**config.mk**
```make
export PLATFORM = sky130hd
export DESIGN_NAME = tof_doorway_direction_detector_core
export DESIGN_NICKNAME = d
export VERILOG_FILES = /design/src/rtl/tdd_pkg.sv /design/src/rtl/tof_doorway_direction_detector_core.sv
export SDC_FILE = /design/constraint.sdc
export NUM_CORES = 1
export LEC_CHECK = 0
export ABC_CLOCK_PERIOD_IN_PS = 4500
export CAP_MARGIN = 20
export CORE_ASPECT_RATIO = 0.75
export CORE_MARGIN = 1.5
export CORE_UTILIZATION = 63
export CTS_CLUSTER_DIAMETER = 200
export DETAILED_ROUTE_END_ITERATION = 8
export DONT_BUFFER_PORTS = 1
export PLACE_DENSITY = 0.86
export REMOVE_ABC_BUFFERS = 1
export SYNTH_ARGS = -nofsm -noshare
export SYNTH_HDL_FRONTEND = slang
export SYNTH_SLANG_ARGS = --single-unit
```
**constraint.sdc**
```tcl
create_clock -name clock -period 4.5 [get_ports clock]
set_input_delay 0.675 -clock clock [delete_from_list [all_inputs] [get_ports clock]]
set_output_delay 0.675 -clock clock [all_outputs]
set_load 0.01 [all_outputs]
```
**src/rtl/tdd_pkg.sv**
```systemverilog
// Shared types and constants for the doorway direction detector.
// Holds the transaction payload structs, register indexes and event codes.
// No dependencies.
package tdd_pkg;

   localparam int unsigned PIXELS_PER_ZONE = 8;
   localparam int unsigned HISTORY_LEN     = 5;
   // Number of 2-bit entries carried by each pattern register.
   localparam int unsigned PATTERN_ENTRIES = 5;

   localparam int unsigned DIST_WIDTH    = 12;
   localparam int unsigned PIXEL_WIDTH   = 4;
   localparam int unsigned PATTERN_WIDTH = 2 * PATTERN_ENTRIES;
   localparam int unsigned PTR_WIDTH     = $clog2(HISTORY_LEN);
   // Wide enough to compare a pixel index against twice the largest zone size.
   localparam int unsigned PIX_CMP_WIDTH = 8;

   localparam int unsigned CSR_INDEX_WIDTH = 2;
   localparam int unsigned CSR_DATA_WIDTH  = 12;

   localparam logic [CSR_INDEX_WIDTH-1:0] CSR_DISTANCE_THRESHOLD = 2'd0;
   localparam logic [CSR_INDEX_WIDTH-1:0] CSR_ENTER_PATTERN      = 2'd1;
   localparam logic [CSR_INDEX_WIDTH-1:0] CSR_EXIT_PATTERN       = 2'd2;
   localparam logic [CSR_INDEX_WIDTH-1:0] CSR_DEFAULT_PATTERN    = 2'd3;

   localparam logic [DIST_WIDTH-1:0]    THRESHOLD_RESET = 12'd1000;
   localparam logic [PATTERN_WIDTH-1:0] ENTER_RESET     = 10'd180;
   localparam logic [PATTERN_WIDTH-1:0] EXIT_RESET      = 10'd120;
   localparam logic [PATTERN_WIDTH-1:0] DEFAULT_RESET   = 10'd0;

   localparam logic [1:0] EVENT_NONE  = 2'd0;
   localparam logic [1:0] EVENT_ENTER = 2'd1;
   localparam logic [1:0] EVENT_EXIT  = 2'd2;

   localparam logic [1:0] ZONE_EMPTY = 2'd0;

   typedef struct packed {
      logic [DIST_WIDTH-1:0]  range_mm;
      logic [PIXEL_WIDTH-1:0] pixel_index;
      logic                   frame_end;
   } req_data_type;

   typedef struct packed {
      logic [1:0] crossing_event;
      logic [1:0] zone_code;
   } rsp_data_type;

   typedef logic [1:0] zone_type;

   // Entry k of a pattern register; entries beyond the register read as empty.
   function automatic zone_type pattern_entry(input logic [PATTERN_WIDTH-1:0] pat,
                                              input int unsigned k);
      zone_type entry;
      entry = ZONE_EMPTY;
      if (k < PATTERN_ENTRIES) begin
         entry = pat[2*k +: 2];
      end
      return entry;
   endfunction

endpackage

```
**src/rtl/tof_doorway_direction_detector_core.sv**
```systemverilog
// Top level of the doorway direction detector.
// Depends on tdd_pkg for payload types, register indexes and event codes.
//
// Usage: one transaction on the req_ channel carries one pixel distance of a
// two-zone time-of-flight frame, with frame_end set on the frame's last pixel.
// Pixels in the lower half of the index range mark the left zone, the upper
// half the right zone, when nearer than distance_threshold. Only a frame_end
// transaction yields a rsp_ transaction: the frame's zone code and any enter
// or exit crossing found in the zone history when the doorway becomes empty.
// A pixel is taken into an input register on acceptance and is evaluated
// against the history from there; the result of a frame_end pixel is then
// registered in the output register and offered on rsp_. One pixel is
// accepted in every cycle, limited only by the output register: when the
// receiver stalls and a result is waiting, a pending frame_end pixel holds
// in the input register and req_stall rises. Pixels without frame_end never
// wait. The csr_ channel is always ready; the user must write registers only
// while the block is idle, which the block itself does not enforce. Reset
// restores the register defaults, empties the history, sets the history
// pointer to one and drops any transaction in flight.
module tof_doorway_direction_detector_core
   import tdd_pkg::*;
(
   input  logic                       clock,
   input  logic                       reset,
   input  logic                       req_valid,
   output logic                       req_stall,
   input  req_data_type               req_data,
   output logic                       rsp_valid,
   input  logic                       rsp_stall,
   output rsp_data_type               rsp_data,
   input  logic                       csr_valid,
   output logic                       csr_ready,
   input  logic [CSR_INDEX_WIDTH-1:0] csr_index,
   input  logic [CSR_DATA_WIDTH-1:0]  csr_data
);

   // Configuration registers.
   logic [DIST_WIDTH-1:0]    threshold_ff;
   logic [PATTERN_WIDTH-1:0] enter_ff;
   logic [PATTERN_WIDTH-1:0] exit_ff;
   logic [PATTERN_WIDTH-1:0] default_ff;

   // Input register.
   logic         in_valid_ff;
   req_data_type in_data_ff;

   // Detector state.
   zone_type               hist_ff [HISTORY_LEN];
   zone_type               hist_in [HISTORY_LEN];
   logic [PTR_WIDTH-1:0]   ptr_ff;
   logic [PTR_WIDTH-1:0]   ptr_in;
   logic                   left_ff;
   logic                   left_in;
   logic                   right_ff;
   logic                   right_in;

   // Output register.
   logic         out_valid_ff;
   logic         out_valid_in;
   rsp_data_type out_data_ff;
   rsp_data_type out_data_in;

   logic                     req_accept;
   logic                     out_free;
   logic                     proc_go;
   logic                     near;
   logic [PIX_CMP_WIDTH-1:0] pix_wide;
   logic                     hit_left;
   logic                     hit_right;
   logic                     frame_left;
   logic                     frame_right;
   zone_type                 code;
   logic [PTR_WIDTH-1:0]     prev_idx;
   logic [PTR_WIDTH-1:0]     ptr_next;
   logic                     code_changed;
   logic                     enter_match;
   logic                     exit_match;
   logic [1:0]               event_code;

   assign csr_ready = 1'b1;

   always_ff @(posedge clock) begin
      if (reset) begin
         threshold_ff <= THRESHOLD_RESET;
         enter_ff     <= ENTER_RESET;
         exit_ff      <= EXIT_RESET;
         default_ff   <= DEFAULT_RESET;
      end else if (csr_valid && csr_ready) begin
         unique case (csr_index)
            CSR_DISTANCE_THRESHOLD: threshold_ff <= csr_data[DIST_WIDTH-1:0];
            CSR_ENTER_PATTERN:      enter_ff     <= csr_data[PATTERN_WIDTH-1:0];
            CSR_EXIT_PATTERN:       exit_ff      <= csr_data[PATTERN_WIDTH-1:0];
            CSR_DEFAULT_PATTERN:    default_ff   <= csr_data[PATTERN_WIDTH-1:0];
            default: begin
            end
         endcase
      end
   end

   // A pixel without frame_end produces no result and so never needs the
   // output register; a frame_end pixel waits until the register is free.
   assign out_free   = !out_valid_ff || !rsp_stall;
   assign proc_go    = in_valid_ff && (!in_data_ff.frame_end || out_free);
   assign req_stall  = in_valid_ff && !proc_go;
   assign req_accept = req_valid && !req_stall;

   always_ff @(posedge clock) begin
      if (reset) begin
         in_valid_ff <= 1'b0;
      end else if (!in_valid_ff || proc_go) begin
         in_valid_ff <= req_accept;
      end
   end

   always_ff @(posedge clock) begin
      if (req_accept) begin
         in_data_ff <= req_data;
      end
   end

   // Zone occupancy for the registered pixel; indexes past both zones mark
   // nothing but a frame_end on them still closes the frame.
   assign pix_wide    = PIX_CMP_WIDTH'(in_data_ff.pixel_index);
   assign near        = in_data_ff.range_mm < threshold_ff;
   assign hit_left    = near && (pix_wide < PIX_CMP_WIDTH'(PIXELS_PER_ZONE));
   assign hit_right   = near && !hit_left
                        && (pix_wide < PIX_CMP_WIDTH'(2 * PIXELS_PER_ZONE));
   assign frame_left  = left_ff || hit_left;
   assign frame_right = right_ff || hit_right;
   assign code        = {frame_right, frame_left};

   // The entry before the pointer wraps to the last slot at pointer zero.
   assign prev_idx = (ptr_ff == '0) ? PTR_WIDTH'(HISTORY_LEN - 1) : ptr_ff - 1'b1;
   assign ptr_next = (ptr_ff == PTR_WIDTH'(HISTORY_LEN - 1)) ? '0 : ptr_ff + 1'b1;
   assign code_changed = code != hist_ff[prev_idx];

   // Pattern compare runs on the history with the new empty code already
   // written at the pointer.
   always_comb begin
      zone_type probe;
      enter_match = 1'b1;
      exit_match  = 1'b1;
      for (int unsigned k = 0; k < HISTORY_LEN; k++) begin
         probe = (PTR_WIDTH'(k) == ptr_ff) ? code : hist_ff[k];
         if (probe != pattern_entry(enter_ff, k)) begin
            enter_match = 1'b0;
         end
         if (probe != pattern_entry(exit_ff, k)) begin
            exit_match = 1'b0;
         end
      end
   end

   always_comb begin
      hist_in    = hist_ff;
      ptr_in     = ptr_ff;
      left_in    = left_ff;
      right_in   = right_ff;
      event_code = EVENT_NONE;
      if (proc_go) begin
         if (!in_data_ff.frame_end) begin
            left_in  = frame_left;
            right_in = frame_right;
         end else begin
            left_in  = 1'b0;
            right_in = 1'b0;
            if (code_changed) begin
               if (code == ZONE_EMPTY) begin
                  // Doorway is empty again: judge the crossing, then restart
                  // the history from the default pattern.
                  priority if (enter_match) begin
                     event_code = EVENT_ENTER;
                  end else if (exit_match) begin
                     event_code = EVENT_EXIT;
                  end else begin
                     event_code = EVENT_NONE;
                  end
                  for (int unsigned k = 0; k < HISTORY_LEN; k++) begin
                     hist_in[k] = pattern_entry(default_ff, k);
                  end
                  ptr_in = PTR_WIDTH'(1);
               end else begin
                  hist_in[ptr_ff] = code;
                  ptr_in          = ptr_next;
               end
            end
         end
      end
   end

   always_ff @(posedge clock) begin
      if (reset) begin
         for (int unsigned k = 0; k < HISTORY_LEN; k++) begin
            hist_ff[k] <= ZONE_EMPTY;
         end
         ptr_ff   <= PTR_WIDTH'(1);
         left_ff  <= 1'b0;
         right_ff <= 1'b0;
      end else begin
         hist_ff  <= hist_in;
         ptr_ff   <= ptr_in;
         left_ff  <= left_in;
         right_ff <= right_in;
      end
   end

   // Output register: loads a result on each processed frame_end pixel.
   always_comb begin
      out_valid_in = out_valid_ff && rsp_stall;
      out_data_in  = out_data_ff;
      if (proc_go && in_data_ff.frame_end) begin
         out_valid_in               = 1'b1;
         out_data_in.crossing_event = event_code;
         out_data_in.zone_code      = code;
      end
   end

   always_ff @(posedge clock) begin
      if (reset) begin
         out_valid_ff <= 1'b0;
      end else begin
         out_valid_ff <= out_valid_in;
      end
   end

   always_ff @(posedge clock) begin
      out_data_ff <= out_data_in;
   end

   assign rsp_valid = out_valid_ff;
   assign rsp_data  = out_data_ff;

endmodule

```
# Word level (Yosys, flattened, before mapping)
# Cells that the tools add are included.
# classes
add_sub_neg,2
magnitude_cmp,6
eq_ne,19
muxes,30
bitwise,6
n_reduce_logical,31
# op_table
cell,count
2-bit != test,11
2-bit 2-to-1 mux,9
1-bit 2-to-1 mux,14
12-bit < comparator,1
10-bit bitwise mux,1
10-bit 2-to-1 mux,1
1-bit logical AND,9
3-bit 2-to-1 mux,3
"4-bit greater-or-equal comparator, second input constant",2
3-bit NOT with 4-bit output,2
2-bit AND reduction,4
1-bit logical NOT,7
2-bit binary-select mux with 3-bit select,1
2-bit demux with 3-bit select,1
"2-bit by 3-bit equality test with 1-bit output, first input constant",2
1-bit logical OR,5
"4-bit by 5-bit < comparator with 1-bit output, second input constant",1
5-bit OR reduction,1
"2-bit equality test, second input constant",2
2-bit logical NOT,2
"4-bit by 1-bit < comparator with 1-bit output, second input constant",1
"4-bit < comparator, second input constant",1
1-bit NOT,4
4-bit AND reduction,1
other kinds (8),8
# word_totals
ff_bits,80
inputBits,36
word_cells,114

# Logic depth before layout (Yosys ltp)
# logic_depth
depth_word,15
depth_mapped,14

# Least setup slack after synthesis
# OpenSTA, ideal clock, no wires.
# synth_path
path_kind,register to register
start,register ptr_ff[0]
end,register ptr_ff[2]
t_arrival_ns,2.828
setup_slack_ns,1.601
stages_incl_launch_ff,12
path_buffers,1
cell_sequence,dfxtp_1 clkbuf_1 inv_1 ha_1 mux2i_1 mux4_2 and2_1 a21oi_2 xnor2_1 o21ai_1 or4_1 a21oi_1
# synth_between
elab_chain_cells,8
elab_cells_between_ends,13
cone_classes,2 x add/sub; 2 x eq/ne; 6 x mux; 1 x bitwise; 2 x reduce/logical
# synth_rtl
item,line,source
"start, declared",tof_doorway_direction_detector_core.sv:50,logic [PTR_WIDTH-1:0] ptr_ff;
"start signal, assigned",tof_doorway_direction_detector_core.sv:201,ptr_ff <= ptr_in;
3-bit by 1-bit subtractor with 3-bit output / 3-bit logical NOT (equally long branches),tof_doorway_direction_detector_core.sv:133,assign prev_idx = (ptr_ff == '0) ? PTR_WIDTH'(HISTORY_LEN - 1) : ptr_ff - 1'b1;
3-bit 2-to-1 mux,tof_doorway_direction_detector_core.sv:133,
3-bit NOT with 4-bit output (implied by the code),tof_doorway_direction_detector_core.sv:135,assign code_changed = code != hist_ff[prev_idx];
2-bit binary-select mux with 3-bit select,tof_doorway_direction_detector_core.sv:135,
2-bit 2-to-1 mux (implied by the code) (2 in series),tof_doorway_direction_detector_core.sv:135,
2-bit != test,tof_doorway_direction_detector_core.sv:135,
3-bit AND reduction (no source line),--,
# Parallel ways exist; a longest one is shown, timed or not. The select of a mux whose other input is x is not followed.
# A chain may end at the register's enable or synchronous reset.

# Worst setup path after layout
# layout_path
start,register in_data_ff[10] (netlist name)
end,"register out_data_ff, in the netlist rsp_data[3], data pin"
# layout_between
elab_chain_cells,14
elab_cells_between_ends,38
cone_classes,1 x order compare; 11 x eq/ne; 16 x mux; 2 x bitwise; 8 x reduce/logical
# layout_rtl
item,line,source
"start, declared",tof_doorway_direction_detector_core.sv:45,req_data_type in_data_ff;
"start signal, assigned",tof_doorway_direction_detector_core.sv:117,in_data_ff <= req_data;
12-bit < comparator *,tof_doorway_direction_detector_core.sv:124,assign near = in_data_ff.range_mm < threshold_ff;
1-bit logical AND,tof_doorway_direction_detector_core.sv:125,assign hit_left = near && (pix_wide < PIX_CMP_WIDTH'(PIXELS_PER_ZONE));
1-bit logical NOT,tof_doorway_direction_detector_core.sv:126,assign hit_right = near && !hit_left
1-bit logical AND,tof_doorway_direction_detector_core.sv:126,
1-bit logical AND,tof_doorway_direction_detector_core.sv:127,&& (pix_wide < PIX_CMP_WIDTH'(2 * PIXELS_PER_ZONE));
1-bit logical OR,tof_doorway_direction_detector_core.sv:129,assign frame_right = right_ff || hit_right;
2-bit 2-to-1 mux,tof_doorway_direction_detector_core.sv:144,probe = (PTR_WIDTH'(k) == ptr_ff) ? code : hist_ff[k];
"2-bit != test, on equally long branches","tof_doorway_direction_detector_core.sv:145, tof_doorway_direction_detector_core.sv:148",
"1-bit 2-to-1 mux, on equally long branches (5 in series)","tof_doorway_direction_detector_core.sv:145, tof_doorway_direction_detector_core.sv:148",
5-bit OR reduction (no source line) / 2-bit 2-to-1 mux (equally long branches),--,
"end signal, assigned",tof_doorway_direction_detector_core.sv:227,out_data_ff <= out_data_in;
"end, declared",tof_doorway_direction_detector_core.sv:60,rsp_data_type out_data_ff;
# Mark *: on every way between the ends. The rest lies on a longest branch, timed or not.

==> flow_summary.toml <==
[run_status]
status = "finished clean"

[critical_path]
path_common_cell = "a21oi_1"
cpLargestDelayFamily = "compound AO/OA/AOI/OAI gates"
timing.critical_path.slowest_cell_delay_ps = 820
critical_path_buf_inv_count = 0
endpoint_kind = "flip-flop"
timing_worst_setup_path_type = "flip-flop to flip-flop"
path_cells = "ha_1 > a21oi_1 > o21ai_1 > a21oi_1 > a41oi_2 > xor2_1 > nand3_1 > or4_1 > nor4_1"
timing.rr.start = "in_data_ff[10]"
cp-startpoint = "in_data_ff[10]"
slowest_stage = "a21oi_1"
worst_r2r_path_depth = 9
critical_path_required_ps = 4620
timing.critical_path.fanout_max = 13
cp.depth = 9
critical_path_arrival_ps = 3730
start_kind = "flip-flop"

[logic_synthesis]
synth.cells.most_frequent = "69 x nand2_1, 59 x dfxtp_1, 39 x a21oi_1"
ys_seq_elements = 77
synth_ff_type = "dfxtp_1"
synthesis.area_per_instance_um2 = 9.15
postSynthCellCount = 421
synth_async_sr_flop_share_pct = 0
synth_edf_count = 18
synthTopCellsByArea = "dfxtp_1 31%, edfxtp_1 14%, nand2_1 6.7%"
ys_types = 49
netlist_area_um2 = 3850
synth-warning-count = 0
post-synth-top-area-fraction_pct = 30.7
yosysTopAreaCell = "dfxtp_1"
synth-seq-area-share_pct = 44.7
synth.most_common_cell = "nand2_1"

[finish]
syn_to_final_growth_pct = 6.33
design.final.nets = 468
fraction_of_layout_cells_with_a_size_suffix_above_1_pct = 9.07
area.sequential_um2 = 1720
multi_input_comb_area_um2 = 1960
post_layout_nonfiller_instances = 497
filler_cell_count = 451
diodes = 0

[pwr]
power.density_nw_per_um2 = 349
clkPwrFrac_pct = 38.5
total_switching_power_w = 0.000336
irDropWorstVdd_mv = 0.260
seqPwrFrac_pct = 52.4
total_leakage_power_nw = 1.55
power.switching_fraction_pct = 23.5
intPower_w = 0.00110
comb_power_share_pct = 9.1

[grt]
grt_start_max_net_pins = 70
antenna_violations_before_repair = 0
first_global_vias = 3019
overflow = 0
wire_length_of_the_first_global_routing_pass_mm = 14.6
grt_usage_pct = 29.0

[timing]
setup_total_negative_slack_ps = 0
setup_viol = 0
post-route-period-util_pct = 80.2
worst_hold_slack_ps = 395
timing.final.max_slew_violations = 0
postLayoutSetupSlackWorst_ps = 891
finalCriticalPeriod_ps = 3610
max_clock_skew_ps = 6.08
worst_slew_pin_slew_ps = 1020
maxSlewHeadroom_pct = 31.9
hold_viol_final = 0
timing.fmax_ghz = 0.277
grt_setup_unrepaired = "no"

[worst_hold_path]
min_path_cells = 1
holdCritStartpoint = "reset"
min-delay-path-class = "primary input to flip-flop"

[die]
initial_core_util_pct = 65.8
num_rows = 24
fp.dieArea_um2 = 6600
die-height_um = 70.7
die_x_um = 93.3
ioPinCount = 43
coreArea_um2 = 5860

[placement]
dpl_worst_slack_ps = 1040
dpl.hpwl_mm = 6.29
placedCellCount = 481
portBuffers = 0
gp_routability_congestion = 0.902

[clocking]
clock_tree.htree_level_count = 3
cts_num_sinks = 77
cts_tree = "built"
clk_pin_slew_worst_paths_ps = 70
postCtsResizedCells = 0
insertion_delay_ps = 350
tritoncts.num_buffers = 9
postCtsHoldBufs = 0
post-cts-setup-buffer-count = 0
clock_tree_buf_depth = 2
clk_root_buffer_cell = "clkbuf_8"

[flow_run]
maxCapViolations = 0

[drt]
wire_per_inst_um = 17.7
routed-via-count = 3086
drt-vias-per-instance = 6.21
antenna_left = 0
finalWirelength_mm = 8.81
dr.first_iter.drc_count = 244
drt-pass1-iter-count = 5
drt_drc_violations_left = 0
==> cell type report <==
type,instances,share of cell area [%]
Clock inverter,4,1.77
Clock buffer,12,3.30
Sequential cell,77,42.0
Tap cell,78,2.38
Timing Repair Buffer,4,0.733
Inverter,20,1.83
Multi-Input combinational cell,302,48.0
==> sequential cells by signal, summed over array words and instances, names as in the netlist, 3 cells and up <==
| register | count |
|---|---|
| in_data_ff | 14 |
| threshold_ff | 12 |
| default_ff | 10 |
| enter_ff | 10 |
| exit_ff | 10 |
| hist_ff | 10 |
| rsp_data | 4 |
| ptr_ff | 3 |
==> cell usage in the layout (no fill, tap or decap), drive strengths merged, types with 3 or more instances in the layout <==
| master | instances |
|---|---|
| a211o | 7 |
| a21oi | 41 |
| a22oi | 9 |
| a31oi | 4 |
| a41oi | 9 |
| buf | 4 |
| clkbuf | 12 |
| dfxtp | 59 |
| edfxtp | 18 |
| ha | 18 |
| inv | 20 |
| mux2 | 10 |
| nand2 | 70 |
| nand2b | 10 |
| nand3 | 6 |
| nand3b | 9 |
| nand4 | 4 |
| nor2 | 37 |
| nor3 | 8 |
| nor3b | 3 |
| nor4 | 3 |
| o21ai | 5 |
| o32ai | 10 |
| xnor2 | 3 |
| xor2 | 19 |
==> worst reg2reg max path, cell delays in order, from the launching register on <==
cell and delay, ps:
edfxtp_1 390, ha_1 320, a21oi_1 190, o21ai_1 100
a21oi_1 820, a41oi_2 340, xor2_1 220, nand3_1 120
or4_1 530, nor4_1 360
==> power by group through the flow <==
stage	logic [W]	registers [W]	clock network, W
detailed placement	0.000126	0.000766	0
global placement	0.000120	0.000764	0
global route	0.000145	0.000753	0.000585
floorplan	0.0000988	0.000761	0
finish	0.000130	0.000750	0.000550
CTS	0.000129	0.000750	0.000558
==> cell families after synthesis <==
logic type | share of synthesized area, %
AOI/OAI and AO/OA | 14.7
xor gates and xnor gates | 5.00
adders and majority gates | 5.85
buffers and inverters | 4.45
DFF | 44.7
muxes | 4.61
other | 0.0973
and+or+nand+nor | 20.6
==> per-stage QoR <==
step                      area [um2]  power [W]  utilization (%)
after floorplan                 3760   0.000860                -
after global placement          3890   0.000884             66.4
after detailed placement        3890   0.000892             66.4
after CTS                       4100    0.00144             70.0
after global routing            4100    0.00148             70.0
final                           4100    0.00143             70.0
==> worst paths after layout <==
check / end / slack [ps]
hold / removal: default_ff[4] / 390
setup / recovery: rsp_data[3] / 890
hold reg to reg: default_ff[6] / 460
setup reg to reg: rsp_data[3] / 890
==> layer usage <==
layer	part of all wire, %	GRT usage, %	routed length, um	up-vias
li1	-	-	-	1461
met1	45	39.8	3950	1472
met2	45	43.3	3950	129
met3	8.0	8.28	702	24
met4	2.4	11.6	211	0
met5	0	0	0	-
Power figures use the tool's default switching activity.
